<file path="src/sv/orss_pkg.sv">
`timescale 1ns / 1ps

package orss_pkg;

   localparam int NUM_COLUMNS_DEF  = 64;
   localparam int COUNT_BITS_DEF   = 16;

   localparam int ROW_BITS         = 64;
   localparam int COUNT_FIELD_BITS = 16;
   localparam int SCORE_BITS       = 32;
   localparam int MIN_CHILD_BITS   = 16;
   localparam int CSR_INDEX_BITS   = 2;
   localparam int CSR_DATA_BITS    = 64;

   localparam logic [SCORE_BITS-1:0] SCORE_MAX = {SCORE_BITS{1'b1}};

   typedef enum logic [CSR_INDEX_BITS-1:0] {
      CSR_RULE_MASK        = 2'd0,
      CSR_MIN_CHILD_SIZE   = 2'd1,
      CSR_REQUIRE_OPPOSITE = 2'd2
   } csr_index_type;

   typedef struct packed {
      logic fp_big;
      logic fn_small;
      logic sizes_ok;
      logic opposite;
      logic qualifies;
   } split_flags_type;

endpackage

</file>
<file path="src/sv/or_rule_split_scorer_top.sv">
`timescale 1ns / 1ps
// Throughput: one row per cycle while rsp_ready does not hold back the result path; rows
// that are not the last of a data set produce no item. The result item for a last row
// passes through the snapshot of the final counts, four parallel products, then sum,
// bound select and score saturation into the result register.
// Reset is synchronous and active high; it clears the counters, the configuration
// registers and all valid flags.
module or_rule_split_scorer_top #(
   parameter int NUM_COLUMNS = orss_pkg::NUM_COLUMNS_DEF,
   parameter int COUNT_BITS  = orss_pkg::COUNT_BITS_DEF
) (
   input  logic                                    clock,
   input  logic                                    reset,
   input  logic                                    req_valid,
   output logic                                    req_ready,
   input  logic                                    req_label,
   input  logic [orss_pkg::ROW_BITS-1:0]           req_row_bits,
   input  logic                                    req_last_row,
   output logic                                    rsp_valid,
   input  logic                                    rsp_ready,
   output logic [orss_pkg::COUNT_FIELD_BITS-1:0]   rsp_false_pos,
   output logic [orss_pkg::COUNT_FIELD_BITS-1:0]   rsp_false_neg,
   output logic [orss_pkg::COUNT_FIELD_BITS-1:0]   rsp_pred_neg_count,
   output logic [orss_pkg::COUNT_FIELD_BITS-1:0]   rsp_pred_pos_count,
   output logic [orss_pkg::SCORE_BITS-1:0]         rsp_objective,
   output logic [orss_pkg::SCORE_BITS-1:0]         rsp_bound,
   output logic                                    rsp_sizes_ok,
   output logic                                    rsp_opposite_majority,
   output logic                                    rsp_qualifies,
   input  logic                                    csr_we,
   input  logic [orss_pkg::CSR_INDEX_BITS-1:0]     csr_index,
   input  logic [orss_pkg::CSR_DATA_BITS-1:0]      csr_wdata
);

   localparam int MUL_W = 2 * COUNT_BITS;
   localparam int OBJ_W = MUL_W + 1;
   localparam int EXT_W = (OBJ_W > orss_pkg::SCORE_BITS) ? OBJ_W : orss_pkg::SCORE_BITS;
   localparam int CMP_W = (COUNT_BITS > orss_pkg::MIN_CHILD_BITS) ?
                          COUNT_BITS : orss_pkg::MIN_CHILD_BITS;

   localparam logic [COUNT_BITS-1:0] CNT_MAX = {COUNT_BITS{1'b1}};

   typedef logic [COUNT_BITS-1:0] count_type;
   typedef logic [MUL_W-1:0]      prod_type;

   function automatic count_type sat_inc(input count_type c, input logic en);
      count_type r;
      r = c;
      if (en && (c != CNT_MAX)) begin
         r = c + 1'b1;
      end
      return r;
   endfunction

   // Configuration registers.
   logic [NUM_COLUMNS-1:0]                rule_mask_ff;
   logic [orss_pkg::MIN_CHILD_BITS-1:0]   min_child_ff;
   logic                                  require_opp_ff;

   always_ff @(posedge clock) begin
      if (reset) begin
         rule_mask_ff   <= '0;
         min_child_ff   <= '0;
         require_opp_ff <= 1'b0;
      end else if (csr_we) begin
         if (csr_index == orss_pkg::CSR_RULE_MASK) begin
            rule_mask_ff <= csr_wdata[NUM_COLUMNS-1:0];
         end else if (csr_index == orss_pkg::CSR_MIN_CHILD_SIZE) begin
            min_child_ff <= csr_wdata[orss_pkg::MIN_CHILD_BITS-1:0];
         end else if (csr_index == orss_pkg::CSR_REQUIRE_OPPOSITE) begin
            require_opp_ff <= csr_wdata[0];
         end
      end
   end

   // Pipeline flow control.
   logic p1_valid_ff;
   logic p2_valid_ff;
   logic rsp_valid_ff;
   logic out_move;
   logic p2_move;
   logic p1_move;
   logic accept;

   assign out_move  = !rsp_valid_ff || rsp_ready;
   assign p2_move   = !p2_valid_ff || out_move;
   assign p1_move   = !p1_valid_ff || p2_move;
   assign req_ready = p1_move;
   assign accept    = req_valid && req_ready;

   // Stage 0: running counters.
   count_type neg_rows_ff, pos_rows_ff, fp_count_ff, fn_count_ff, pneg_ff, ppos_ff;
   count_type neg_rows_in, pos_rows_in, fp_count_in, fn_count_in, pneg_in, ppos_in;
   logic      hit;

   assign hit = |(req_row_bits[NUM_COLUMNS-1:0] & rule_mask_ff);

   always_comb begin
      neg_rows_in = sat_inc(neg_rows_ff, !req_label);
      pos_rows_in = sat_inc(pos_rows_ff, req_label);
      fp_count_in = sat_inc(fp_count_ff, !req_label && hit);
      fn_count_in = sat_inc(fn_count_ff, req_label && !hit);
      pneg_in     = sat_inc(pneg_ff, !hit);
      ppos_in     = sat_inc(ppos_ff, hit);
   end

   always_ff @(posedge clock) begin
      if (reset) begin
         neg_rows_ff <= '0;
         pos_rows_ff <= '0;
         fp_count_ff <= '0;
         fn_count_ff <= '0;
         pneg_ff     <= '0;
         ppos_ff     <= '0;
      end else if (accept) begin
         if (req_last_row) begin
            neg_rows_ff <= '0;
            pos_rows_ff <= '0;
            fp_count_ff <= '0;
            fn_count_ff <= '0;
            pneg_ff     <= '0;
            ppos_ff     <= '0;
         end else begin
            neg_rows_ff <= neg_rows_in;
            pos_rows_ff <= pos_rows_in;
            fp_count_ff <= fp_count_in;
            fn_count_ff <= fn_count_in;
            pneg_ff     <= pneg_in;
            ppos_ff     <= ppos_in;
         end
      end
   end

   // Stage 1: snapshot of the final counts of a data set.
   count_type n0_1_ff, n1_1_ff, fp_1_ff, fn_1_ff, pneg_1_ff, ppos_1_ff;

   always_ff @(posedge clock) begin
      if (reset) begin
         p1_valid_ff <= 1'b0;
      end else if (p1_move) begin
         p1_valid_ff <= accept && req_last_row;
      end
   end

   always_ff @(posedge clock) begin
      if (p1_move && accept && req_last_row) begin
         n0_1_ff   <= neg_rows_in;
         n1_1_ff   <= pos_rows_in;
         fp_1_ff   <= fp_count_in;
         fn_1_ff   <= fn_count_in;
         pneg_1_ff <= pneg_in;
         ppos_1_ff <= ppos_in;
      end
   end

   // Stage 1 logic: products and flags.
   count_type                  tp_1;
   count_type                  tn_1;
   prod_type                   fp_tp_in, fn_tn_in, n0_tp_in, n1_fp_in;
   orss_pkg::split_flags_type  flags_in;

   always_comb begin
      tp_1     = n1_1_ff - fn_1_ff;
      tn_1     = n0_1_ff - fp_1_ff;
      fp_tp_in = MUL_W'(fp_1_ff) * MUL_W'(tp_1);
      fn_tn_in = MUL_W'(fn_1_ff) * MUL_W'(tn_1);
      n0_tp_in = MUL_W'(n0_1_ff) * MUL_W'(tp_1);
      n1_fp_in = MUL_W'(n1_1_ff) * MUL_W'(fp_1_ff);
      flags_in.fp_big    = {fp_1_ff, 1'b0} >= {1'b0, n0_1_ff};
      flags_in.fn_small  = {fn_1_ff, 1'b0} <= {1'b0, n1_1_ff};
      flags_in.sizes_ok  = (CMP_W'(pneg_1_ff) >= CMP_W'(min_child_ff)) &&
                           (CMP_W'(ppos_1_ff) >= CMP_W'(min_child_ff));
      flags_in.opposite  = ((tp_1 > fp_1_ff) && (fn_1_ff < tn_1)) ||
                           ((tp_1 < fp_1_ff) && (fn_1_ff > tn_1));
      flags_in.qualifies = flags_in.sizes_ok && (flags_in.opposite || !require_opp_ff);
   end

   // Stage 2 registers.
   prod_type                                 fp_tp_ff, fn_tn_ff, n0_tp_ff, n1_fp_ff;
   orss_pkg::split_flags_type                flags_ff;
   logic [orss_pkg::COUNT_FIELD_BITS-1:0]    fp_2_ff, fn_2_ff, pneg_2_ff, ppos_2_ff;

   always_ff @(posedge clock) begin
      if (reset) begin
         p2_valid_ff <= 1'b0;
      end else if (p2_move) begin
         p2_valid_ff <= p1_valid_ff;
      end
   end

   always_ff @(posedge clock) begin
      if (p2_move && p1_valid_ff) begin
         fp_tp_ff  <= fp_tp_in;
         fn_tn_ff  <= fn_tn_in;
         n0_tp_ff  <= n0_tp_in;
         n1_fp_ff  <= n1_fp_in;
         flags_ff  <= flags_in;
         fp_2_ff   <= orss_pkg::COUNT_FIELD_BITS'(fp_1_ff);
         fn_2_ff   <= orss_pkg::COUNT_FIELD_BITS'(fn_1_ff);
         pneg_2_ff <= orss_pkg::COUNT_FIELD_BITS'(pneg_1_ff);
         ppos_2_ff <= orss_pkg::COUNT_FIELD_BITS'(ppos_1_ff);
      end
   end

   // Stage 2 logic: objective, bound and score saturation.
   logic [OBJ_W-1:0]                  obj_2;
   logic [OBJ_W-1:0]                  bnd_2;
   logic [EXT_W-1:0]                  obj_ext;
   logic [EXT_W-1:0]                  bnd_ext;
   logic [orss_pkg::SCORE_BITS-1:0]   objective_in;
   logic [orss_pkg::SCORE_BITS-1:0]   bound_in;

   always_comb begin
      obj_2 = OBJ_W'(fp_tp_ff) + OBJ_W'(fn_tn_ff);
      if (flags_ff.fp_big) begin
         bnd_2 = flags_ff.fn_small ? obj_2 : OBJ_W'(n0_tp_ff);
      end else begin
         bnd_2 = flags_ff.fn_small ? OBJ_W'(n1_fp_ff) : '0;
      end
      obj_ext      = EXT_W'(obj_2);
      bnd_ext      = EXT_W'(bnd_2);
      objective_in = (obj_ext > EXT_W'(orss_pkg::SCORE_MAX)) ?
                     orss_pkg::SCORE_MAX : orss_pkg::SCORE_BITS'(obj_ext);
      bound_in     = (bnd_ext > EXT_W'(orss_pkg::SCORE_MAX)) ?
                     orss_pkg::SCORE_MAX : orss_pkg::SCORE_BITS'(bnd_ext);
   end

   // Result register.
   logic [orss_pkg::COUNT_FIELD_BITS-1:0]   out_fp_ff, out_fn_ff, out_pneg_ff, out_ppos_ff;
   logic [orss_pkg::SCORE_BITS-1:0]         out_objective_ff;
   logic [orss_pkg::SCORE_BITS-1:0]         out_bound_ff;
   orss_pkg::split_flags_type               out_flags_ff;

   always_ff @(posedge clock) begin
      if (reset) begin
         rsp_valid_ff <= 1'b0;
      end else if (out_move) begin
         rsp_valid_ff <= p2_valid_ff;
      end
   end

   always_ff @(posedge clock) begin
      if (out_move && p2_valid_ff) begin
         out_fp_ff        <= fp_2_ff;
         out_fn_ff        <= fn_2_ff;
         out_pneg_ff      <= pneg_2_ff;
         out_ppos_ff      <= ppos_2_ff;
         out_objective_ff <= objective_in;
         out_bound_ff     <= bound_in;
         out_flags_ff     <= flags_ff;
      end
   end

   assign rsp_valid             = rsp_valid_ff;
   assign rsp_false_pos         = out_fp_ff;
   assign rsp_false_neg         = out_fn_ff;
   assign rsp_pred_neg_count    = out_pneg_ff;
   assign rsp_pred_pos_count    = out_ppos_ff;
   assign rsp_objective         = out_objective_ff;
   assign rsp_bound             = out_bound_ff;
   assign rsp_sizes_ok          = out_flags_ff.sizes_ok;
   assign rsp_opposite_majority = out_flags_ff.opposite;
   assign rsp_qualifies         = out_flags_ff.qualifies;

   // Error counts never exceed the class counts they are drawn from.
   a_counts_consistent : assert property (@(posedge clock) disable iff (reset)
      (fp_count_ff <= neg_rows_ff) && (fn_count_ff <= pos_rows_ff))
      else $error("error count exceeds class count");

   // The last row of a data set leaves the counters cleared.
   a_clear_after_last : assert property (@(posedge clock) disable iff (reset)
      (accept && req_last_row) |=> (neg_rows_ff == '0) && (pos_rows_ff == '0) &&
                                   (pneg_ff == '0) && (ppos_ff == '0))
      else $error("counters not cleared after last row");

   // No result item is offered right after reset.
   a_no_result_after_reset : assert property (@(posedge clock) disable iff (reset)
      $past(reset) |-> !rsp_valid)
      else $error("result valid right after reset");

endmodule

</file>
<file path="config.mk">
export PLATFORM = sky130hd
export DESIGN_NAME = or_rule_split_scorer_top
export DESIGN_NICKNAME = d
export VERILOG_FILES = /design/src/sv/orss_pkg.sv /design/src/sv/or_rule_split_scorer_top.sv
export SDC_FILE = /design/constraint.sdc
export NUM_CORES = 2
export LEC_CHECK = 0
export BUFFER_PORTS_ARGS = -buffer_cell sky130_fd_sc_hd__buf_2
export CORE_MARGIN = 1.5
export CORE_UTILIZATION = 50
export CTS_CLUSTER_SIZE = 20
export DETAILED_ROUTE_END_ITERATION = 12
export MAX_ROUTING_LAYER = met4
export PLACE_DENSITY_LB_ADDON = 0.12
export SLEW_MARGIN = 20
export SYNTH_ARGS = -nofsm -noshare
export SYNTH_HDL_FRONTEND = slang
export SYNTH_SLANG_ARGS = --single-unit
</file>
<file path="constraint.sdc">
create_clock -name clock -period 21.6 [get_ports clock]
set_input_delay 6.48 -clock clock [delete_from_list [all_inputs] [get_ports clock]]
set_output_delay 6.48 -clock clock [all_outputs]
set_load 0.05 [all_outputs]
</file>
Word level (Yosys, flattened, before mapping)
Cells that the tools add are included.
Widths: inputs -> output; s select.
- bits in registers: 604
- input bits: 137
- output and inout bits: 133
- logic and storage cells: 123
- add/subtract/negate cells: 9
- multipliers: 4
- $lt $le $gt $ge: 10
- equality and inequality tests: 8
- mux-type cells: 15
- bitwise logic cells: 3
- reduce and logical (&&, ||, !) cells: 34
- operators by type and width (kind ; number):
    $mux 16 ; 12
    $mul 16x16->32 ; 4
    $add 16x1->16 const B ; 6
    $ne 16x16->1 const B ; 6
    $gt 33x32->1 const B ; 2
    $mux 33 ; 2
    $and 64x64->64 ; 1
    $reduce_or 64->1 ; 1
    $add 32x32->33 ; 1
    $ge 16x16->1 ; 2
    $gt 16x16->1 ; 2
    $lt 16x16->1 ; 2
    $mux 32 ; 1
    $sub 16x16->16 ; 2
    $logic_and 1x1->1 ; 18
    $ge 17x16->1 ; 1
    $le 17x16->1 ; 1
    $logic_not 1->1 ; 6
    $logic_or 1x1->1 ; 5
    $reduce_and 4->1 ; 1
    $reduce_and 3->1 ; 1
    $eq 2x1->1 const B ; 1
    $eq 2x2->1 const B ; 1
    $logic_not 2->1 ; 1
    2 further kinds ; 3

Longest topological paths before layout
- word-level depth: 7
- mapped depth: 37
- gate-level depth less buffers: 35

Least setup slack after synthesis
Ideal clock, no wire load.
- path type: input port to flip-flop
- start: in rsp_ready
- end: reg flags_ff[0] (netlist name), enable pin
- library setup time: 1.056 ns
- data arrival time: 20.755 ns
- data required time: 20.544 ns
- path slack: -0.211 ns
- stages: 2
- path buffers: 0
- path through: nor2b_1 > a21boi_0
- cells in the longest elaborated chain, start to end: 3
- ends and longest elaborated chain (element ; line ; RTL):
    start, declared ; or_rule_split_scorer_top.sv:20 ; input logic rsp_ready,
    $logic_or 1x1->1 ; or_rule_split_scorer_top.sv:85 ; assign out_move = !rsp_valid_ff || rsp_ready;
    $logic_or 1x1->1 ; or_rule_split_scorer_top.sv:86 ; assign p2_move = !p2_valid_ff || out_move;
    $logic_and 1x1->1 ; or_rule_split_scorer_top.sv:192 ; if (p2_move && p1_valid_ff) begin
    end signal, assigned ; or_rule_split_scorer_top.sv:197 ; flags_ff <= flags_in;
    end, declared ; or_rule_split_scorer_top.sv:180 ; orss_pkg::split_flags_type flags_ff;
Every way passes these cells.
A chain may end at the register's enable or synchronous reset.

Worst setup path in the final report
- start: in rsp_ready
- end: out req_ready
- cells in the longest elaborated chain, start to end: 3
- ends and longest elaborated chain (element ; line ; RTL):
    $logic_or 1x1->1 ; or_rule_split_scorer_top.sv:85 ;
    $logic_or 1x1->1 ; or_rule_split_scorer_top.sv:86 ;
    $logic_or 1x1->1 ; or_rule_split_scorer_top.sv:87 ; assign p1_move = !p1_valid_ff || p2_move;
    end, declared ; or_rule_split_scorer_top.sv:15 ; output logic req_ready,
Every way passes these cells.

==> impl_metrics.env <==
export IMPL_crit_type="input pin to output port"
export IMPL_dieHeight_um=352
export IMPL_wl_per_cell_um=22.4
export IMPL_initial_utilization=0.505
export IMPL_nets=7970
export IMPL_path_cells="buf_2, nor2b_1, nand3_1, buf_2"
export IMPL_cap_violations=0
export IMPL_cts_resized=0
export IMPL_clock_tree_root_cell="clkbuf_16"
export IMPL_syn_inst=6249
export IMPL_num_vias=45362
export IMPL_ant_nets=0
export IMPL_io_pins=270
export IMPL_die_area_um2=124000
export IMPL_async_flop_share=0
export IMPL_yosysWarnings=0
export IMPL_grt_total_usage=0.311
export IMPL_io_buffers=269
export IMPL_cts_tree="built"
export IMPL_setup_tns_ns=0
export IMPL_dr_max_layer_used="met4"
export IMPL_synth_edff_count=424
export IMPL_gp_congestion=0.965
export IMPL_drive_gt1_frac=0.0857
export IMPL_final_setup_viol_count=0
export IMPL_ys_seq_area_frac=0.269
export IMPL_row_count=127
export IMPL_setup_ws_ns=7.65
export IMPL_synth_top_area_cell="fa_1"
export IMPL_wl_met2_um=85100
export IMPL_start_kind="input pin"
export IMPL_die_w_um=352
export IMPL_ys_flop_type="edfxtp_1"
export IMPL_clock_path_buffers=3
export IMPL_met3WireLength_um=13100
export IMPL_path_max_fanout=5
export IMPL_postCtsSetupBuffers=0
export IMPL_period_share=0.646
export IMPL_numCtsBuffers=71
export IMPL_hold_viol=0
export IMPL_drt_iter0_markers=3631
export IMPL_ys_ff_latch=604
export IMPL_relSlewSlack=0.274
export IMPL_syn_area_um2=60800
export IMPL_clk_pin_slew_ns=0.05
export IMPL_finalWirelength_um=182000
export IMPL_synth_distinct_cells=78
export IMPL_grt_max_degree=87
export IMPL_cp_slowest_cell="nor2b_1"
export IMPL_endpoint_kind="output port"
export IMPL_fmax_ghz=0.0717
export IMPL_first_global_vias=47064
export IMPL_rsz0062_at_grt="no"
export IMPL_hpwl_um=133000
export IMPL_drc=0
export IMPL_drt_pass1_iterations=6
export IMPL_core_area_um2=120000
export IMPL_dp_slack_ns=7.65
export IMPL_cts_hold_buf=0
export IMPL_hp_class="register to register"
export IMPL_synth_area_leaders="fa_1, edfxtp_1, ha_1, inv_1, dfxtp_1"
export IMPL_grt_pass1_wl_um=278000
export IMPL_layout_min_cycle_time_ns=13.95
export IMPL_status="finished clean"
export IMPL_vias_per_cell=5.58
export IMPL_crit_required_ns=15.12
export IMPL_synth_top_area_frac=0.257
export IMPL_h_tree_depth=3
export IMPL_slowest_delay_ns=0.42
export IMPL_grt_overflow=0
export IMPL_wl_met1_um=73700
export IMPL_crit_arrival_ns=7.47
export IMPL_syn_avg_cell_area_um2=9.73
export IMPL_fillCellCount=10743
export IMPL_antenna_found_initial=21
export IMPL_hold_ws_ns=0.368
export IMPL_finClkSkew_ns=0.0670
export IMPL_path_common_cell="buf_2"
export IMPL_cts_sinks=604
export IMPL_synth_fp_nets=7777
export IMPL_area_growth_pct=9.68
export IMPL_finalMaxSlewViolations=0
export IMPL_max_slew_worst_pin_slew_ns=1.09
export IMPL_clock_latency_ns=0.69
-- metrics by stage --
| stage | area [um2] | util | instances |
|---|---|---|---|
| detailed placement | 64100 | 0.533 | 7981 |
| global placement | 64100 | 0.533 | 7981 |
| CTS | 66600 | 0.554 | 8110 |
| global route | 66700 | 0.554 | 8124 |
| finish | 66700 | 0.554 | 8130 |
| floorplan | 60800 | - | 6249 |
-- synthesized netlist by cell type (all sizes together), types with 39 or more instances --
cell    number
a21o       117
nor3        56
xnor2      141
nor2       397
ha         612
dfxtp      180
a22oi       42
and2       226
o21ai      172
clkbuf     242
a21oi      266
nand2      855
xor2       104
nand3       52
inv       1017
edfxtp     424
o21a        45
fa         779
a22o        39
and3        52
-- cell families (layout without fill, tap and decap cells) --
family / Yosys count / in the layout / share of synthesized area
xor gates and xnor gates: 245 / 245 / 0.0353
adders and majority gates: 1391 / 1391 / 0.382
DFF: 604 / 604 / 0.269
other: 0 / 20 / 0
and+or+nand+nor: 1809 / 1809 / 0.134
AOI/OAI and AO/OA: 885 / 885 / 0.0950
buffers and inverters: 1291 / 1540 / 0.0800
muxes: 24 / 24 / 0.00440
-- path summary, 6_finish.rpt --
check | start | to | slack [ns] | cells after the start
hold / removal | pneg_2_ff[7]$_DFFE_PP_ | rsp_pred_neg_count[7]$_DFFE_PP_ | 0.37 | 0
hold reg to reg | pneg_2_ff[7]$_DFFE_PP_ | rsp_pred_neg_count[7]$_DFFE_PP_ | 0.37 | 0
setup reg to reg | fn_1_ff[1]$_DFFE_PP_ | n0_tp_ff[31]$_DFFE_PP_ | 10.71 | 32
setup / recovery | rsp_ready | req_ready | 7.65 | 4
-- layout by cell type (no fill, tap or decap), drive strengths merged, types with 29 or more instances in the layout --
| master | instances |
|---|---|
| clkinv | 40 |
| o21a | 45 |
| and2 | 226 |
| nor3 | 56 |
| inv | 1024 |
| edfxtp | 424 |
| dfxtp | 180 |
| buf | 375 |
| xnor2 | 141 |
| o21ai | 172 |
| a21oi | 266 |
| a21o | 117 |
| fa | 779 |
| nand3 | 52 |
| nand2b | 29 |
| a22o | 39 |
| nand2 | 855 |
| nand4 | 33 |
| xor2 | 104 |
| a22oi | 42 |
| clkbuf | 91 |
| ha | 612 |
| and3 | 52 |
| nor2 | 397 |
| a31oi | 32 |
-- worst max-delay path: cells and delay by family --
kind / cells / cell delay [ns]
buffers and inverters: 2 / 0.35
and+or+nand+nor: 2 / 0.64
-- flip-flops by register name (all words and copies together), names as in the netlist, 32 cells and up --
name           flops
n1_fp_ff          32
fp_tp_ff          32
rule_mask_ff      64
rsp_objective     32
rsp_bound         32
n0_tp_ff          32
fn_tn_ff          32
-- layer usage --
layer	global-route usage	vias up
met3	0.0528	414
met2	0.496	1634
li1	-	20644
met1	0.384	22670
met4	0.147	0
met5	-	-
-- area by class of cell --
| class | count | area [um2] | area share |
|---|---|---|---|
| Antenna cell | 20 | 50.0 | 0.000751 |
| Clock buffer | 91 | 1900 | 0.0285 |
| Clock inverter | 38 | 581 | 0.00871 |
| Inverter | 1036 | 3890 | 0.0584 |
| Multi-Input combinational cell | 4354 | 39800 | 0.596 |
| Sequential cell | 604 | 16300 | 0.245 |
| Tap cell | 1612 | 2020 | 0.0302 |
| Timing Repair Buffer | 375 | 2140 | 0.0322 |
Power is left out: the tool's default activity adds up to more than one toggle a clock period on the data nets, which glitch-free logic cannot reach.
